==> config.mk <==
export PLATFORM = sky130hd
export DESIGN_NAME = mhpr_ctrl
export DESIGN_NICKNAME = d
export VERILOG_FILES = /design/src/rtl/mhpr_pkg.sv /design/src/rtl/mhpr_ctrl.sv
export SDC_FILE = /design/constraint.sdc
export NUM_CORES = 1
export LEC_CHECK = 0
export ABC_AREA = 1
export BUFFER_PORTS_ARGS = -buffer_cell sky130_fd_sc_hd__clkbuf_2
export CAP_MARGIN = 20
export CORE_MARGIN = 5
export CORE_UTILIZATION = 59
export CTS_CLUSTER_SIZE = 8
export DETAILED_ROUTE_END_ITERATION = 16
export GPL_ROUTABILITY_DRIVEN = 0
export GPL_TIMING_DRIVEN = 0
export PLACE_DENSITY = 0.94
export REMOVE_ABC_BUFFERS = 1
export SYNTH_ARGS = -nofsm -noshare
export SYNTH_HDL_FRONTEND = slang
export SYNTH_SLANG_ARGS = --single-unit
==> constraint.sdc <==
create_clock -name clk -period 2.6 [get_ports clk]
set_input_delay 0.13 -clock clk [delete_from_list [all_inputs] [get_ports clk]]
set_output_delay 0.13 -clock clk [all_outputs]
set_load 0.02 [all_outputs]
==> src/rtl/mhpr_pkg.sv <==
// ----------------------------------------------------------------------------
// mhpr_pkg
// Shared constants, types and helpers for the masked histogram peak ratio.
// ----------------------------------------------------------------------------
package mhpr_pkg;

    localparam int LEVELS    = 256;
    localparam int PIXEL_W   = 8;
    localparam int COUNT_W   = 21;
    localparam int LEVEL_AW  = $clog2(LEVELS);
    localparam int FRAC_W    = 16;
    localparam int RATIO_W   = FRAC_W + 1;
    localparam int DIV_STEPS = RATIO_W;
    localparam int DIV_CW    = $clog2(DIV_STEPS);

    localparam logic [COUNT_W-1:0] COUNT_MAX = {COUNT_W{1'b1}};
    localparam logic [RATIO_W-1:0] ONE_Q16   = RATIO_W'(1) << FRAC_W;

    typedef enum logic [5:0] {
        ST_INIT   = 6'b000001,
        ST_ACCUM  = 6'b000010,
        ST_FLUSH  = 6'b000100,
        ST_SCAN   = 6'b001000,
        ST_SETTLE = 6'b010000,
        ST_DIV    = 6'b100000
    } mhpr_state_t;

    typedef struct packed {
        logic                accum;
        logic                sweep;
        logic                scan;
        logic                best_clr;
        logic                div_step;
        logic                div_first;
        logic                load;
        logic [LEVEL_AW-1:0] addr;
    } mhpr_cmd_t;

    typedef struct packed {
        logic out_full;
    } mhpr_status_t;

    function automatic logic [COUNT_W-1:0] sat_inc(input logic [COUNT_W-1:0] v);
        return (v == COUNT_MAX) ? v : v + COUNT_W'(1);
    endfunction

endpackage

==> src/rtl/mhpr_ctrl.sv <==
// ----------------------------------------------------------------------------
// mhpr_ctrl
// Frame sequencer: clear sweep, accumulate, bin scan, divide and result load.
// ----------------------------------------------------------------------------
module mhpr_ctrl (
    input  logic                  clk,
    input  logic                  rst_n,
    input  logic                  in_valid,
    input  logic                  last,
    output logic                  in_ready,
    input  mhpr_pkg::mhpr_status_t status,
    output mhpr_pkg::mhpr_cmd_t    cmd
);

    localparam logic [mhpr_pkg::LEVEL_AW-1:0] LAST_ADDR =
        mhpr_pkg::LEVEL_AW'(mhpr_pkg::LEVELS - 1);
    localparam logic [mhpr_pkg::DIV_CW-1:0] DIV_LAST =
        mhpr_pkg::DIV_CW'(mhpr_pkg::DIV_STEPS - 1);

    mhpr_pkg::mhpr_state_t state_reg, state_next;
    logic [mhpr_pkg::LEVEL_AW-1:0] addr_reg, addr_next;
    logic [mhpr_pkg::DIV_CW-1:0]   div_cnt_reg, div_cnt_next;
    logic                          done_reg, done_next;

    always_comb
    begin
        state_next    = state_reg;
        addr_next     = addr_reg;
        div_cnt_next  = div_cnt_reg;
        done_next     = done_reg;
        in_ready      = 1'b0;
        cmd           = '0;
        cmd.addr      = addr_reg;
        case (state_reg)
            mhpr_pkg::ST_INIT:
            begin
                cmd.sweep = 1'b1;
                addr_next = addr_reg + 1'b1;
                if (addr_reg == LAST_ADDR)
                begin
                    addr_next  = '0;
                    state_next = mhpr_pkg::ST_ACCUM;
                end
            end
            mhpr_pkg::ST_ACCUM:
            begin
                // hold off a new frame only while its predecessor's result is pending
                if (done_reg)
                begin
                    if (!status.out_full)
                    begin
                        cmd.load  = 1'b1;
                        done_next = 1'b0;
                    end
                end
                else
                begin
                    in_ready  = 1'b1;
                    cmd.accum = in_valid;
                    if (in_valid && last)
                    begin
                        state_next = mhpr_pkg::ST_FLUSH;
                    end
                end
            end
            mhpr_pkg::ST_FLUSH:
            begin
                cmd.best_clr = 1'b1;
                state_next   = mhpr_pkg::ST_SCAN;
            end
            mhpr_pkg::ST_SCAN:
            begin
                cmd.sweep = 1'b1;
                cmd.scan  = 1'b1;
                addr_next = addr_reg + 1'b1;
                if (addr_reg == LAST_ADDR)
                begin
                    addr_next  = '0;
                    state_next = mhpr_pkg::ST_SETTLE;
                end
            end
            mhpr_pkg::ST_SETTLE:
            begin
                div_cnt_next = '0;
                state_next   = mhpr_pkg::ST_DIV;
            end
            mhpr_pkg::ST_DIV:
            begin
                cmd.div_step  = 1'b1;
                cmd.div_first = (div_cnt_reg == '0);
                div_cnt_next  = div_cnt_reg + 1'b1;
                if (div_cnt_reg == DIV_LAST)
                begin
                    done_next  = 1'b1;
                    state_next = mhpr_pkg::ST_ACCUM;
                end
            end
            default:
            begin
                state_next = mhpr_pkg::ST_INIT;
                addr_next  = '0;
            end
        endcase
    end

    always_ff @(posedge clk or negedge rst_n)
    begin
        if (!rst_n)
        begin
            state_reg   <= mhpr_pkg::ST_INIT;
            addr_reg    <= '0;
            div_cnt_reg <= '0;
            done_reg    <= 1'b0;
        end
        else
        begin
            state_reg   <= state_next;
            addr_reg    <= addr_next;
            div_cnt_reg <= div_cnt_next;
            done_reg    <= done_next;
        end
    end

    a_no_accept_when_done: assert property (@(posedge clk) disable iff (!rst_n)
        done_reg |-> !in_ready)
        else $error("pixel taken while a result is pending");

    a_div_runs_full: assert property (@(posedge clk) disable iff (!rst_n)
        (state_reg == mhpr_pkg::ST_DIV && div_cnt_reg != DIV_LAST)
            |=> state_reg == mhpr_pkg::ST_DIV)
        else $error("divide left early");

    a_load_only_done: assert property (@(posedge clk) disable iff (!rst_n)
        cmd.load |-> done_reg && !status.out_full)
        else $error("result load without a finished frame");

endmodule

# After elaboration in Yosys (flattened, before gate mapping)
# Index checks and enable logic that the tools add are counted.
# word_totals
mem_bits_ro	0
register_bits	20
n_memories	0
ram_bits	0
out_inout_bits	16
latchBits	0
# classes
n_addsub	2
n_mux	24
magnitude_cmp	0
n_mul	0
n_eq_ne	13
n_div	0
bitwise	0
n_reduce_logical	8
shifts	0
# ops
op	n
$pmux W6 S6	1
$mux W6	5
$pmux W8 S2	1
$mux W1	13
$ne A2 B2 Y1 const B	5
$pmux W5 S2	1
$add A8 B1 Y8 const B	1
$eq A8 B8 Y1 const B	1
$mux W8	1
$eq A6 B1 Y1 const B	1
$eq A6 B2 Y1 const B	1
$eq A6 B3 Y1 const B	1
$eq A6 B4 Y1 const B	1
$eq A6 B5 Y1 const B	1
$eq A6 B6 Y1 const B	1
$add A5 B1 Y5 const B	1
$eq A5 B5 Y1 const B	1
$logic_not A5 Y1	1
$reduce_and A5 Y1	1
$reduce_bool A2 Y1	2
$reduce_or A4 Y1	1
$mux W2	1
$pmux W1 S2	1
$reduce_and A2 Y1	1
other kinds (2)	2

# Logic depth before layout (Yosys ltp)
# depth
word_depth	4
ltp_mapped	8
mapped_depth_nobuf	8

# Least setup slack after synthesis
# No wires, ideal clock.
# synth_path
path_type	reg2reg
startpoint	reg addr_reg[0] (netlist name)
endpoint	reg state_reg[2]
required_time_ps	2528
setup_slack_ps	1240
stages_incl_launch_ff	8
arrival_time_ps	1288
setup_time_ps	72
cell_sequence	dfrtp_1 -> ha_1 -> nand3_2 -> nor2_4 -> nand3_4 -> nand2_4 -> nand2_2 -> nor2_1
# synth_via
elab_chain_len	3
word_cells_on_any_way	4
# synth_rtl
element	line	text
start: declaration	mhpr_ctrl.sv:21	logic [mhpr_pkg::LEVEL_AW-1:0] addr_reg, addr_next;
start signal: assignment	mhpr_ctrl.sv:118	addr_reg <= addr_next;
$eq A8 B8 Y1 *	mhpr_ctrl.sv:39, mhpr_ctrl.sv:76	
$ne A2 B2 Y1 (no line)	--	
$reduce_and A5 Y1 (no line) *	--	
end signal: assignment	mhpr_ctrl.sv:110	state_reg <= mhpr_pkg::ST_INIT;
end signal: assignment	mhpr_ctrl.sv:117	state_reg <= state_next;
end: declaration	mhpr_ctrl.sv:20	mhpr_pkg::mhpr_state_t state_reg, state_next;
# Every way passes the cells marked *; elsewhere a longest branch is shown, timed or not.
# A chain may end at the register's enable or synchronous reset.

==> impl_results.rst <==
.. list-table::
   :header-rows: 1

   * - Metric
     - Value
   * - Share of synthesized area occupied by flip-flops and latches
     - 0.4126
   * - CTS tree
     - done
   * - Total inserted antenna cells
     - 0
   * - FF-to-FF Start
     - state_reg[4]
   * - CP max FO
     - 9
   * - Vertical die dimension
     - 55.40 microns
   * - Flip-flop count of the largest register, all copies and words added
     - 8
   * - Endpoint of the lowest-slack register-to-register path
     - addr_reg[4]
   * - Endpoints failing hold
     - 0
   * - Half-perimeter wire length after detailed placement
     - 1974 microns
   * - Number of enable flip-flop cells after synthesis
     - 0
   * - Final total power
     - 0.9539 mW
   * - Buffers inserted by post-CTS timing repair
     - 0
   * - Result of the run
     - finished, final reports clean
   * - Fraction of layout cells with a size suffix above 1
     - 0.2500
   * - Final period util
     - 0.6573
   * - Cell with the biggest individual delay on the critical path
     - sky130_fd_sc_hd__dfstp_2
   * - Count of pins on the block boundary
     - 21
   * - Hold Startpoint
     - status
   * - Hold path cells
     - 3
   * - TritonRoute pass-1 iters
     - 4
   * - Gates resized, CTS repair
     - 0
   * - Sequential fraction of design power
     - 0.441
   * - Worst slack at placement
     - 1227 ps
   * - Antenna violations before repair
     - 0
   * - Worst path arrival time
     - 1580 ps
   * - Num CTS Buffers
     - 3
   * - CTS clock-pin slew for the worst setup and hold paths
     - 110 ps
   * - Count of H-tree levels built during CTS
     - 1
   * - Wire length of the first global-routing pass
     - 4719 microns
   * - Critical path, cell by cell
     - inv_1, nor2_1, nand3_2, nand2_2, clkbuf_2
   * - Peak supply drop
     - 425.7 uV
   * - Post-synthesis cell area
     - 1216 sq um
   * - Avg Synthesized Cell Area
     - 7.796 sq um
   * - Number of vias per cell after detailed routing
     - 5.300
   * - Clock network fraction of design power
     - 0.159
   * - Worst-case setup margin in the final layout
     - 890.9 ps
   * - Total global-route track usage
     - 0.1878
   * - Actual slew at the worst max-slew pin
     - 503.7 ps
   * - Max Root-Sink Buffers
     - 2
   * - Vias after detailed routing
     - 1097
   * - Startpoint-to-endpoint class of the critical path
     - reg2out
   * - Core Region
     - 1962 sq um
   * - Iteration-0 DRC count of the detailed router
     - 17
   * - Worst setup EP type
     - output port
   * - Critical path launch point type
     - flop
   * - Port Buf Inserts
     - 20
   * - Remaining number of nets flagged by the antenna check after routing
     - 0
   * - Site Rows
     - 16
   * - Leakage power total
     - 0.7538 nW
   * - Fin Setup TNS
     - 0 ps
   * - Worst min path class
     - in2reg
   * - Die boundary width
     - 55.40 microns
   * - Cell taking the most area after synthesis
     - sky130_fd_sc_hd__dfrtp_1
   * - Maximum number of pins on one net before global-route repair
     - 21
   * - P_int
     - 0.5527 mW
   * - Number of pins with negative max-slew slack in the final report
     - 0
   * - Minimum period implied by the final worst setup slack
     - 1709 ps
   * - Total of hold buffers inserted after clock tree synthesis
     - 1
   * - Worst R2R Setup Slack
     - 1210 ps
   * - Total number of clock tree sinks
     - 20
   * - Portion of total power attributed to combinational logic
     - 0.400
   * - Switching power
     - 0.4012 mW
   * - Max Clock Skew
     - 5.909 ps
   * - Floorplan die area
     - 3069 sq um
   * - Number of filler cells placed in the layout
     - 165
   * - Clk root buf
     - sky130_fd_sc_hd__clkbuf_4
   * - Via count of the first global-routing pass
     - 1118
   * - Critical path data required time
     - 2470 ps
   * - Top_reg_cell synth
     - sky130_fd_sc_hd__dfrtp_1
   * - Congestion Overflow GR
     - 0
   * - # Max-Cap Violations
     - 0
   * - Setup repair after global routing missed its margin
     - no
   * - Power per cell area
     - 691.8 nW/um^2
   * - Async SR Flop Fraction
     - 1.000
   * - Number of cells on the worst reg-to-reg path
     - 7
   * - Slew margin rel.
     - 0.6642
   * - Final setup violation count
     - 0
   * - Routed Wire Length
     - 2554 microns
   * - Stage delay of the slowest cell on the critical path
     - 570 ps
   * - Register bit count reported by yosys
     - 20
   * - Worst slack on hold paths
     - 81.26 ps
   * - Sw Share
     - 0.4206
   * - Cells after synthesis
     - 156
   * - Yosys top cell area share
     - 0.3909
   * - Drt drc
     - 0
   * - Top cells by area, synth
     - sky130_fd_sc_hd__dfrtp_1, sky130_fd_sc_hd__nand2_1, sky130_fd_sc_hd__inv_1, sky130_fd_sc_hd__nor2_1, sky130_fd_sc_hd__nand3_1
   * - Worst hold endpoint
     - done_reg
   * - Wire per inst
     - 12.34 microns
   * - Clk Latency, worst-skew pair
     - 300 ps
   * - Initial Utilization
     - 0.6199
   * - Synthesis Warnings
     - 0
   * - Maximum frequency from static timing analysis
     - 585.1 MHz
   * - Count of different cell masters after synthesis
     - 24
   * - Number of nets in the layout
     - 189
   * - Area grow syn2layout
     - 13.37%
[worst max path at each step]
stage / endpoint / depth (start not counted) / start / slack [ps]
global route: cmd[13] / 5 / state_reg[0] / 800
finish: cmd[13] / 5 / state_reg[0] / 890
detailed placement: cmd[13] / 5 / state_reg[0] / 1230
CTS: cmd[13] / 5 / state_reg[0] / 880
floorplan: state_reg[2] / 7 / addr_reg[0] / 1240
global placement: cmd[13] / 5 / state_reg[0] / 1240
[critical path, delay by kind of cell (launching register included)]
kind | cells | cell delay [ps]
buffers and inverters | 2 | 250
flip-flops | 1 | 570
AND/OR/NAND/NOR | 3 | 470
[power by group through the flow]
stage	registers, mW	logic (mW)	clock network (mW)
finish	0.421	0.382	0.151
global route	0.430	0.431	0.173
CTS	0.421	0.386	0.159
detailed placement	0.427	0.383	0
global placement	0.422	0.367	0
floorplan	0.444	0.259	0
[area by class of cell]
class	instances	area (sq um)	share of cell area
multi-input cells	111	616.8	0.4474
flip-flops and latches	20	501.7	0.3639
repair buffers	21	110.1	0.07986
inverters	24	90.09	0.06534
well taps	27	33.78	0.02450
clock buffers	4	26.28	0.01906
[synthesized netlist by cell type, types with 3 or more instances]
cell type / n
sky130_fd_sc_hd__o21ai_1: 4
sky130_fd_sc_hd__dfrtp_1: 19
sky130_fd_sc_hd__nor2_1: 19
sky130_fd_sc_hd__ha_1: 3
sky130_fd_sc_hd__nor2_4: 4
sky130_fd_sc_hd__inv_1: 21
sky130_fd_sc_hd__nand3_1: 10
sky130_fd_sc_hd__nand4_1: 5
sky130_fd_sc_hd__nand2_1: 38
sky130_fd_sc_hd__nand3_2: 5
sky130_fd_sc_hd__inv_2: 3
sky130_fd_sc_hd__o21ai_0: 8
[layer usage]
layer  track usage  part of all wire  vias up
li1              -                 -      544
met1        0.2175              0.41      527
met2        0.3345              0.54       20
met3       0.02564             0.028        6
met4       0.09375             0.022        0
met5             0                 0        -
[cell families after synthesis]
family	count (synthesis)	share of synthesized area
and+or+nand+nor	92	0.3930
DFF	20	0.4126
AOI/OAI and AO/OA	14	0.06894
adders and majority gates	3	0.03087
buffers and inverters	25	0.08025
xor gates and xnor gates	2	0.01441
[placed cells by master, fill, tap and decap left out]
| cell type | count |
|---|---|
| sky130_fd_sc_hd__a21o_1 | 1 |
| sky130_fd_sc_hd__and2_1 | 1 |
| sky130_fd_sc_hd__clkbuf_1 | 1 |
| sky130_fd_sc_hd__clkbuf_2 | 20 |
| sky130_fd_sc_hd__clkbuf_4 | 3 |
| sky130_fd_sc_hd__dfrtp_1 | 19 |
| sky130_fd_sc_hd__dfstp_2 | 1 |
| sky130_fd_sc_hd__dlygate4sd3_1 | 1 |
| sky130_fd_sc_hd__ha_1 | 3 |
| sky130_fd_sc_hd__inv_1 | 21 |
| sky130_fd_sc_hd__inv_2 | 3 |
| sky130_fd_sc_hd__nand2_1 | 38 |
| sky130_fd_sc_hd__nand2_2 | 2 |
| sky130_fd_sc_hd__nand2_4 | 2 |
| sky130_fd_sc_hd__nand3_1 | 10 |
| sky130_fd_sc_hd__nand3_2 | 5 |
| sky130_fd_sc_hd__nand3_4 | 1 |
| sky130_fd_sc_hd__nand4_1 | 5 |
| sky130_fd_sc_hd__nor2_1 | 19 |
| sky130_fd_sc_hd__nor2_2 | 1 |
| sky130_fd_sc_hd__nor2_4 | 4 |
| sky130_fd_sc_hd__nor3_1 | 2 |
| sky130_fd_sc_hd__o21ai_0 | 8 |
| sky130_fd_sc_hd__o21ai_1 | 4 |
| sky130_fd_sc_hd__o21ai_4 | 1 |
| sky130_fd_sc_hd__or2_2 | 2 |
| sky130_fd_sc_hd__xor2_1 | 2 |
[per-stage QoR]
step	cell area [sq um]	std cells	utilization
3_5_place_dp	1343	202	0.6843
3_3_place_gp	1343	202	0.6843
6_report	1379	207	0.7028
5_1_grt	1379	207	0.7028
2_1_floorplan	1209	155	-
4_1_cts	1379	207	0.7028
(Power assumes the default switching activity.)
